==> src/design/bco_pkg.sv <==
// ----------------------------------------------------------------------------
// bco_pkg
// Shared constants and types for the box / circle overlap test pipeline.
// ----------------------------------------------------------------------------
package bco_pkg;

  // Width of a box size or circle radius field.
  localparam int EXT_W = 20;
  // Width of a sum of two extents.
  localparam int WS_W = EXT_W + 1;
  // Width of a radius at doubled scale, including the sum of two radii.
  localparam int RR_W = EXT_W + 2;
  // Width of a squared distance or squared radius.
  localparam int SQ_W = 2 * RR_W;
  // Number of register stages from input beat to output beat.
  localparam int NUM_STAGES = 5;

  // Shape pair codes, first shape in the high bit (0 box, 1 circle).
  localparam logic [1:0] PAIR_BOX_BOX       = 2'b00;
  localparam logic [1:0] PAIR_BOX_CIRCLE    = 2'b01;
  localparam logic [1:0] PAIR_CIRCLE_BOX    = 2'b10;
  localparam logic [1:0] PAIR_CIRCLE_CIRCLE = 2'b11;

  // Per-axis distance excess and flags handed from the geometry stages
  // to the distance stages.
  typedef struct packed {
    logic [RR_W-1:0] ex;        // x distance beyond the box, valid when near
    logic [RR_W-1:0] ey;        // y distance beyond the box, valid when near
    logic [RR_W-1:0] rr;        // radius at doubled scale
    logic            box_hit;   // interval overlap on both axes
    logic            near;      // both excesses within the radius
    logic            box_pair;  // both shapes are boxes
    logic            live;      // both enabled and no degenerate box pair
  } bco_near_t;

endpackage

==> src/design/bco_geom.sv <==
// ----------------------------------------------------------------------------
// bco_geom
// Geometry stages: center differences and extent selection, absolute
// values, then distance excess beyond the box and the early radius check.
// ----------------------------------------------------------------------------
module bco_geom #(
  parameter int COORD_BITS = 24
) (
  input  logic                                  clk,
  input  logic [2:0]                            stage_en,
  input  logic                                  first_is_circle,
  input  logic                                  second_is_circle,
  input  logic [1:0]                            enable_bits,
  input  logic [COORD_BITS-1:0]                 first_center_x,
  input  logic [COORD_BITS-1:0]                 first_center_y,
  input  logic [bco_pkg::EXT_W-1:0]             first_extent_x,
  input  logic [bco_pkg::EXT_W-1:0]             first_extent_y,
  input  logic [COORD_BITS-1:0]                 second_center_x,
  input  logic [COORD_BITS-1:0]                 second_center_y,
  input  logic [bco_pkg::EXT_W-1:0]             second_extent_x,
  input  logic [bco_pkg::EXT_W-1:0]             second_extent_y,
  output bco_pkg::bco_near_t                    near_out
);

  // Doubled-scale difference width and the width used for the excess.
  localparam int D_W = COORD_BITS + 2;
  localparam int X_W = (D_W > bco_pkg::RR_W) ? D_W : bco_pkg::RR_W;

  // Stage 1 signals.
  logic signed [D_W-1:0]           dx_nxt, dy_nxt, dx_r, dy_r;
  logic [bco_pkg::WS_W-1:0]        wx_nxt, wy_nxt, wx1_r, wy1_r;
  logic [bco_pkg::RR_W-1:0]        rr_nxt, rr1_r;
  logic [bco_pkg::WS_W-1:0]        rsum;
  logic                            bb_nxt, live_nxt, bb1_r, live1_r;
  logic                            nonzero;

  // Stage 2 signals.
  logic [D_W-1:0]                  ax_nxt, ay_nxt, ax2_r, ay2_r;
  logic [bco_pkg::WS_W-1:0]        wx2_r, wy2_r;
  logic [bco_pkg::RR_W-1:0]        rr2_r;
  logic                            bb2_r, live2_r;

  // Stage 3 signals.
  logic [X_W-1:0]                  axe, aye, wxe, wye, rre, exe, eye;
  bco_pkg::bco_near_t              near_nxt, near_r;

  // Stage 1: doubled center differences, first minus second.
  assign dx_nxt = {first_center_x[COORD_BITS-1], first_center_x, 1'b0}
                - {second_center_x[COORD_BITS-1], second_center_x, 1'b0};
  assign dy_nxt = {first_center_y[COORD_BITS-1], first_center_y, 1'b0}
                - {second_center_y[COORD_BITS-1], second_center_y, 1'b0};

  assign rsum    = bco_pkg::WS_W'(first_extent_x) + bco_pkg::WS_W'(second_extent_x);
  assign nonzero = (|first_extent_x) && (|first_extent_y)
                && (|second_extent_x) && (|second_extent_y);

  // Stage 1: pick the box half-span and the radius for the shape pair.
  always_comb begin
    wx_nxt = '0;
    wy_nxt = '0;
    rr_nxt = '0;
    bb_nxt = 1'b0;
    case ({first_is_circle, second_is_circle})
      bco_pkg::PAIR_BOX_BOX: begin
        wx_nxt = bco_pkg::WS_W'(first_extent_x) + bco_pkg::WS_W'(second_extent_x);
        wy_nxt = bco_pkg::WS_W'(first_extent_y) + bco_pkg::WS_W'(second_extent_y);
        bb_nxt = 1'b1;
      end
      bco_pkg::PAIR_BOX_CIRCLE: begin
        wx_nxt = bco_pkg::WS_W'(first_extent_x);
        wy_nxt = bco_pkg::WS_W'(first_extent_y);
        rr_nxt = {1'b0, second_extent_x, 1'b0};
      end
      bco_pkg::PAIR_CIRCLE_BOX: begin
        wx_nxt = bco_pkg::WS_W'(second_extent_x);
        wy_nxt = bco_pkg::WS_W'(second_extent_y);
        rr_nxt = {1'b0, first_extent_x, 1'b0};
      end
      default: begin
        rr_nxt = {rsum, 1'b0};
      end
    endcase
  end

  // A box pair with any zero size never overlaps.
  assign live_nxt = (enable_bits == 2'b11) && (!bb_nxt || nonzero);

  always_ff @(posedge clk) begin
    if (stage_en[0]) begin
      dx_r    <= dx_nxt;
      dy_r    <= dy_nxt;
      wx1_r   <= wx_nxt;
      wy1_r   <= wy_nxt;
      rr1_r   <= rr_nxt;
      bb1_r   <= bb_nxt;
      live1_r <= live_nxt;
    end
  end

  // Stage 2: absolute differences. The most negative value maps to its
  // correct magnitude when read as unsigned.
  assign ax_nxt = dx_r[D_W-1] ? D_W'(-dx_r) : D_W'(dx_r);
  assign ay_nxt = dy_r[D_W-1] ? D_W'(-dy_r) : D_W'(dy_r);

  always_ff @(posedge clk) begin
    if (stage_en[1]) begin
      ax2_r   <= ax_nxt;
      ay2_r   <= ay_nxt;
      wx2_r   <= wx1_r;
      wy2_r   <= wy1_r;
      rr2_r   <= rr1_r;
      bb2_r   <= bb1_r;
      live2_r <= live1_r;
    end
  end

  // Stage 3: distance from the center to the box edge, clamped at zero.
  assign axe = X_W'(ax2_r);
  assign aye = X_W'(ay2_r);
  assign wxe = X_W'(wx2_r);
  assign wye = X_W'(wy2_r);
  assign rre = X_W'(rr2_r);
  assign exe = (axe > wxe) ? (axe - wxe) : '0;
  assign eye = (aye > wye) ? (aye - wye) : '0;

  always_comb begin
    near_nxt.ex       = exe[bco_pkg::RR_W-1:0];
    near_nxt.ey       = eye[bco_pkg::RR_W-1:0];
    near_nxt.rr       = rr2_r;
    near_nxt.box_hit  = (axe < wxe) && (aye < wye);
    near_nxt.near     = (exe <= rre) && (eye <= rre);
    near_nxt.box_pair = bb2_r;
    near_nxt.live     = live2_r;
  end

  always_ff @(posedge clk) begin
    if (stage_en[2]) begin
      near_r <= near_nxt;
    end
  end

  assign near_out = near_r;

endmodule

==> config.mk <==
export PLATFORM = sky130hd
export DESIGN_NAME = bco_geom
export DESIGN_NICKNAME = d
export VERILOG_FILES = /design/src/design/bco_pkg.sv /design/src/design/bco_geom.sv
export SDC_FILE = /design/constraint.sdc
export NUM_CORES = 1
export LEC_CHECK = 0
export ABC_CLOCK_PERIOD_IN_PS = 6600
export BUFFER_PORTS_ARGS = -buffer_cell sky130_fd_sc_hd__buf_2
export CAP_MARGIN = 40
export CORE_MARGIN = 2
export CORE_UTILIZATION = 35
export CTS_CLUSTER_SIZE = 30
export DETAILED_ROUTE_END_ITERATION = 10
export PLACE_DENSITY = 0.61
export SLEW_MARGIN = 30
export SYNTH_ARGS = -nofsm -noshare
export SYNTH_HDL_FRONTEND = slang
export SYNTH_SLANG_ARGS = --single-unit
==> constraint.sdc <==
create_clock -name clk -period 6.6 [get_ports clk]
set_input_delay 0.99 -clock clk [delete_from_list [all_inputs] [get_ports clk]]
set_output_delay 0.99 -clock clk [all_outputs]
set_load 0.03 [all_outputs]
# After elaboration in Yosys (flattened, before gate mapping)
# Index checks and enable logic that the tools add are counted.
# word_totals
reg_bits	306
in_bits	184
# classes
n_addsub	8
magnitude_cmp	6
n_eq_ne	3
mux	8
n_reduce_logical	13
# op_table
cell	count
case mux 21 bit (3 select lines)	2
OR reduction 20 bit	4
case mux 22 bit (3 select lines)	1
greater-than comparator 26 x 21 -> 1 bit	2
<= comparator 26 x 22 -> 1 bit	2
< comparator 26 x 21 -> 1 bit	2
2-to-1 mux 26 bit	2
negator 26 bit	2
subtractor 25 x 25 -> 26 bit	2
subtractor 26 x 21 -> 26 bit	2
2-to-1 mux 25 bit	2
adder 20 x 20 -> 21 bit	2
logical AND 1 bit	6
equality test 2 bit, second input constant	2
equality test 2 x 1 -> 1 bit, second input constant	1
zero test 2 bit	1
zero test 1 bit	1
logical OR 1 bit	1
2-to-1 mux 1 bit	1

# Longest topological paths before layout
# depth
depth_word	6
ltp_mapped	21
depth_no_buf	21

# Least setup slack after synthesis
# Ideal clock, no wire load.
# synth_timing
kind	reg-to-reg
from	register ax2_r[1]
to	register near_r (netlist bit near_out[2]), data pin
setup_ns	0.132
arrival_time_ns	4.679
setup_slack_ns	1.789
stages_incl_launch_ff	21
n_path_buf	1
period_less_slack_ns	4.811
cell_sequence	edfxtp_1 fa_1 a211oi_1 nor2_1 o211ai_1 o2111ai_1 a41o_1 a21oi_1 a41o_1 clkbuf_1 nor3_1 ha_1 a21o_1 a211oi_1 a21oi_1 o311a_1 o21ai_0 o21ai_0 a2111oi_0 nor4b_1 o2111a_1
# synth_lines
element	line_no	text
start, declared	bco_geom.sv:38	logic [D_W-1:0] ax_nxt, ay_nxt, ax2_r, ay2_r;
start signal, assigned	bco_geom.sv:107	ax2_r <= ax_nxt;
end signal, assigned	bco_geom.sv:138	near_r <= near_nxt;
end, declared	bco_geom.sv:45	bco_pkg::bco_near_t near_nxt, near_r;

==> impl_metrics.tcl <==
set metrics [dict create \
    worst_pin_slew_ns 0.8225 \
    worstHoldPathType "reg2reg" \
    pwr-share-comb_pct 32.6 \
    grt_antenna_before_repair 0 \
    ioPinCount 254 \
    peakVddDrop_v 0.0001264 \
    fin_worst_skew_ns 0.02603 \
    critical_path_class "reg2reg" \
    syn-cell-area_sq_mm 0.01905 \
    cts_resized 0 \
    timing.max_slew.rel_slack_pct 44.47 \
    drc 0 \
    finalWirelength_mm 54.30 \
    seq_power_share_pct 40.3 \
    htree_levels 1 \
    grt.overflow.total 0 \
    fmax_ghz 0.1834 \
    synth_top_family_by_area "compound AO/OA/AOI/OAI gates" \
    root_buffer "clkbuf_16" \
    grt_pass1_vias 14300 \
    setup_viol_count_final 0 \
    clock_latency_ns 0.57 \
    syn_area_per_cell_sq_um 10.61 \
    die-height_um 237.3 \
    numCtsBuffers 31 \
    worst_ep_arrival_time_ns 5.90 \
    max-clock-path-buffers 3 \
    drt_iter0_drc 1072 \
    grt_use_total_pct 18.91 \
    cts_sinks 299 \
    synth_simple_gate_area_share_pct 11.85 \
    drt_pass1_iterations 5 \
    cts_tree "built" \
    synth_seq_cells 299 \
    cpMaxStageDelayCell "a2111oi_0" \
    tns_ns 0 \
    seqCellArea_sq_mm 0.008979 \
    viasPerCell 5.308 \
    slew_violations 0 \
    cp_top_family "compound AO/OA/AOI/OAI gates" \
    dp_hpwl_mm 44.26 \
    post_cts_buffers 0 \
    synthXorXnorAreaFrac_pct 6.941 \
    period_minus_slack_ns 5.452 \
    path_common_cell "a211oi_1" \
    p_leak_nw 9.370 \
    fp.coreArea_sq_mm 0.05381 \
    synthArstFlopShare_pct 0 \
    wl_per_cell_um 19.55 \
    rows 85 \
    fin_nets 2422 \
    layout_commonest_cell "edfxtp_1" \
    drive_gt1_share_pct 16.52 \
    cp-end-kind "register" \
    synth_edf_count 299 \
    fillCellCount 5271 \
    synth_compound_area_share_pct 16.31 \
    hold_buffers 0 \
    setup_slack_ns 1.148 \
    crit_chain "inv_1, fa_1, a211oi_1, nor2_1, o211ai_1, o2111ai_1, a41o_1, a21oi_1, a41o_1, buf_4, nor2_1, ha_1, a211oi_1, o21bai_1, a211oi_1, o21ai_0, a21oi_1, o21ai_0, a2111oi_0, nor4b_1, o2111a_1" \
    diodes 0 \
    layout_common_cells "edfxtp_1 (299), buf_2 (250), ha_1 (174), inv_1 (148), nor2_1 (128)" \
    vias 14750 \
    die-area_sq_mm 0.05632 \
    gp_congestion 0.9258 \
    cp_max_fo 13 \
    sw_frac_of_total_pct 34.03 \
    cellPowerDensity_mw_per_mm2 294.6 \
    start_util_pct 35.41 \
    drt.antenna.violating_nets 0 \
    cp_slowest_stage_delay_ns 0.48 \
    synth_fa_ha_area_share_pct 12.06 \
    synth.area.mux_share_pct 2.036 \
    port_buffers 252 \
    clockPowerShare_pct 27.1 \
    syn-num-nets 2159 \
    synth_warnings 0 \
    dp_slack_ns 1.136 \
    maxCapViolCount 0 \
    clkTransAtPathRegs_ns 0.07 \
    switchingPower_mw 2.234 \
    critical_path_required_ns 7.05 \
    status "finished, final reports clean" \
    cp-start-kind "register" \
    grt_max_degree 68 \
    ys_types 74 \
    rsz0062_at_grt "false" \
    syn-instance-count 1795 \
    multi_input_area_sq_mm 0.009389 \
    placed_cell_area_sq_mm 0.02122 \
    fin_area_sq_mm 0.02228 \
    synth_top_flop_cell "edfxtp_1" \
    area_growth_pct 16.94 \
    grt_pass1_wl_mm 82.45 \
    die_w_um 237.3 \
    seq_area_frac_synth_pct 47.12 \
    internal_power_mw 4.331 \
    fin_crit_sh_pct 82.60 \
    critPathBufInv 2 \
    finalHoldViolCount 0 \
    whs_ns 0.4166 \
]
-- Yosys cell counts (11+ instances only) --
master / count / share of area [%]
o31ai_1: 21 / 0.83
xor2_1: 35 / 1.6
nor2_1: 128 / 2.5
mux2i_1: 23 / 1.2
inv_1: 148 / 2.9
edfxtp_1: 299 / 47
a21o_1: 54 / 2.1
nand2b_1: 13 / 0.43
nor2b_1: 16 / 0.53
o21ai_0: 104 / 2.7
nor3_1: 35 / 0.92
nand2_1: 120 / 2.4
and3_1: 15 / 0.49
clkbuf_1: 33 / 0.65
and2_1: 11 / 0.36
a22o_1: 16 / 0.74
nand4_1: 17 / 0.56
a211oi_1: 20 / 0.79
nand3_1: 44 / 1.2
a31oi_1: 13 / 0.43
ha_1: 174 / 11
mux2_2: 14 / 0.83
o21a_1: 23 / 0.91
o21bai_1: 17 / 0.67
xnor2_1: 116 / 5.3
nor4_1: 24 / 0.79
a21oi_1: 119 / 3.1
-- power groups by stage --
stage / clock network [mW] / registers [mW] / logic, mW
CTS: 1.82 / 2.65 / 2.13
finish: 1.78 / 2.65 / 2.14
detailed placement: 0 / 2.69 / 2.12
global route: 1.89 / 2.68 / 2.36
floorplan: 0 / 2.78 / 1.27
global placement: 0 / 2.69 / 2.10
-- cell type report --
| class | count | area share, % |
|---|---|---|
| clock inverters | 20 | 1.050 |
| inverters | 149 | 2.510 |
| well taps | 696 | 3.908 |
| flip-flops and latches | 299 | 40.30 |
| clock buffers | 37 | 3.583 |
| multi-input cells | 1311 | 42.14 |
| repair buffers | 266 | 6.514 |
-- worst paths after layout --
check / start / to / slack, ns / depth (start not counted)
min reg2reg: bb2_r / near_out[1] / 0.42 / 0
max: wx2_r[0] / near_out[2] / 1.15 / 21
min: bb2_r / near_out[1] / 0.42 / 0
max reg2reg: wx2_r[0] / near_out[2] / 1.15 / 21
-- sequential cells by signal, summed over array words and instances, names as in the netlist --
register,flops
ay2_r,25
bb2_r,1
dx_r,25
wx1_r,21
ax2_r,25
wy2_r,21
wy1_r,21
rr1_r,21
dy_r,25
wx2_r,21
near_out,69
bb1_r,1
live1_r,1
live2_r,1
rr2_r,21
-- logic make-up (layout without fill, tap and decap cells) --
family                     after synthesis  after routing
buffers and inverters                  185            472
xor gates and xnor gates               151            151
other                                    1              1
DFF                                    299            299
AOI/OAI and AO/OA                      476            476
and+or+nand+nor                        466            466
adders and majority gates              180            180
muxes                                   37             37
-- metrics by stage --
step	util [%]	std cells	total power, mW
4_1_cts	41.35	2777	6.612
3_3_place_gp	39.28	2717	4.782
6_report	41.40	2778	6.565
5_1_grt	41.40	2778	6.922
3_5_place_dp	39.43	2720	4.816
2_1_floorplan	-	1795	4.049
-- layer usage --
layer | global-route usage [%] | routed length [um] | up-vias
li1 | - | - | 7218
met1 | 25.88 | 24940 | 7093
met2 | 32.29 | 25850 | 370
met3 | 1.928 | 2423 | 65
met4 | 4.364 | 1092 | 0
met5 | 0 | 0 | -
Power figures use the tool's default switching activity.
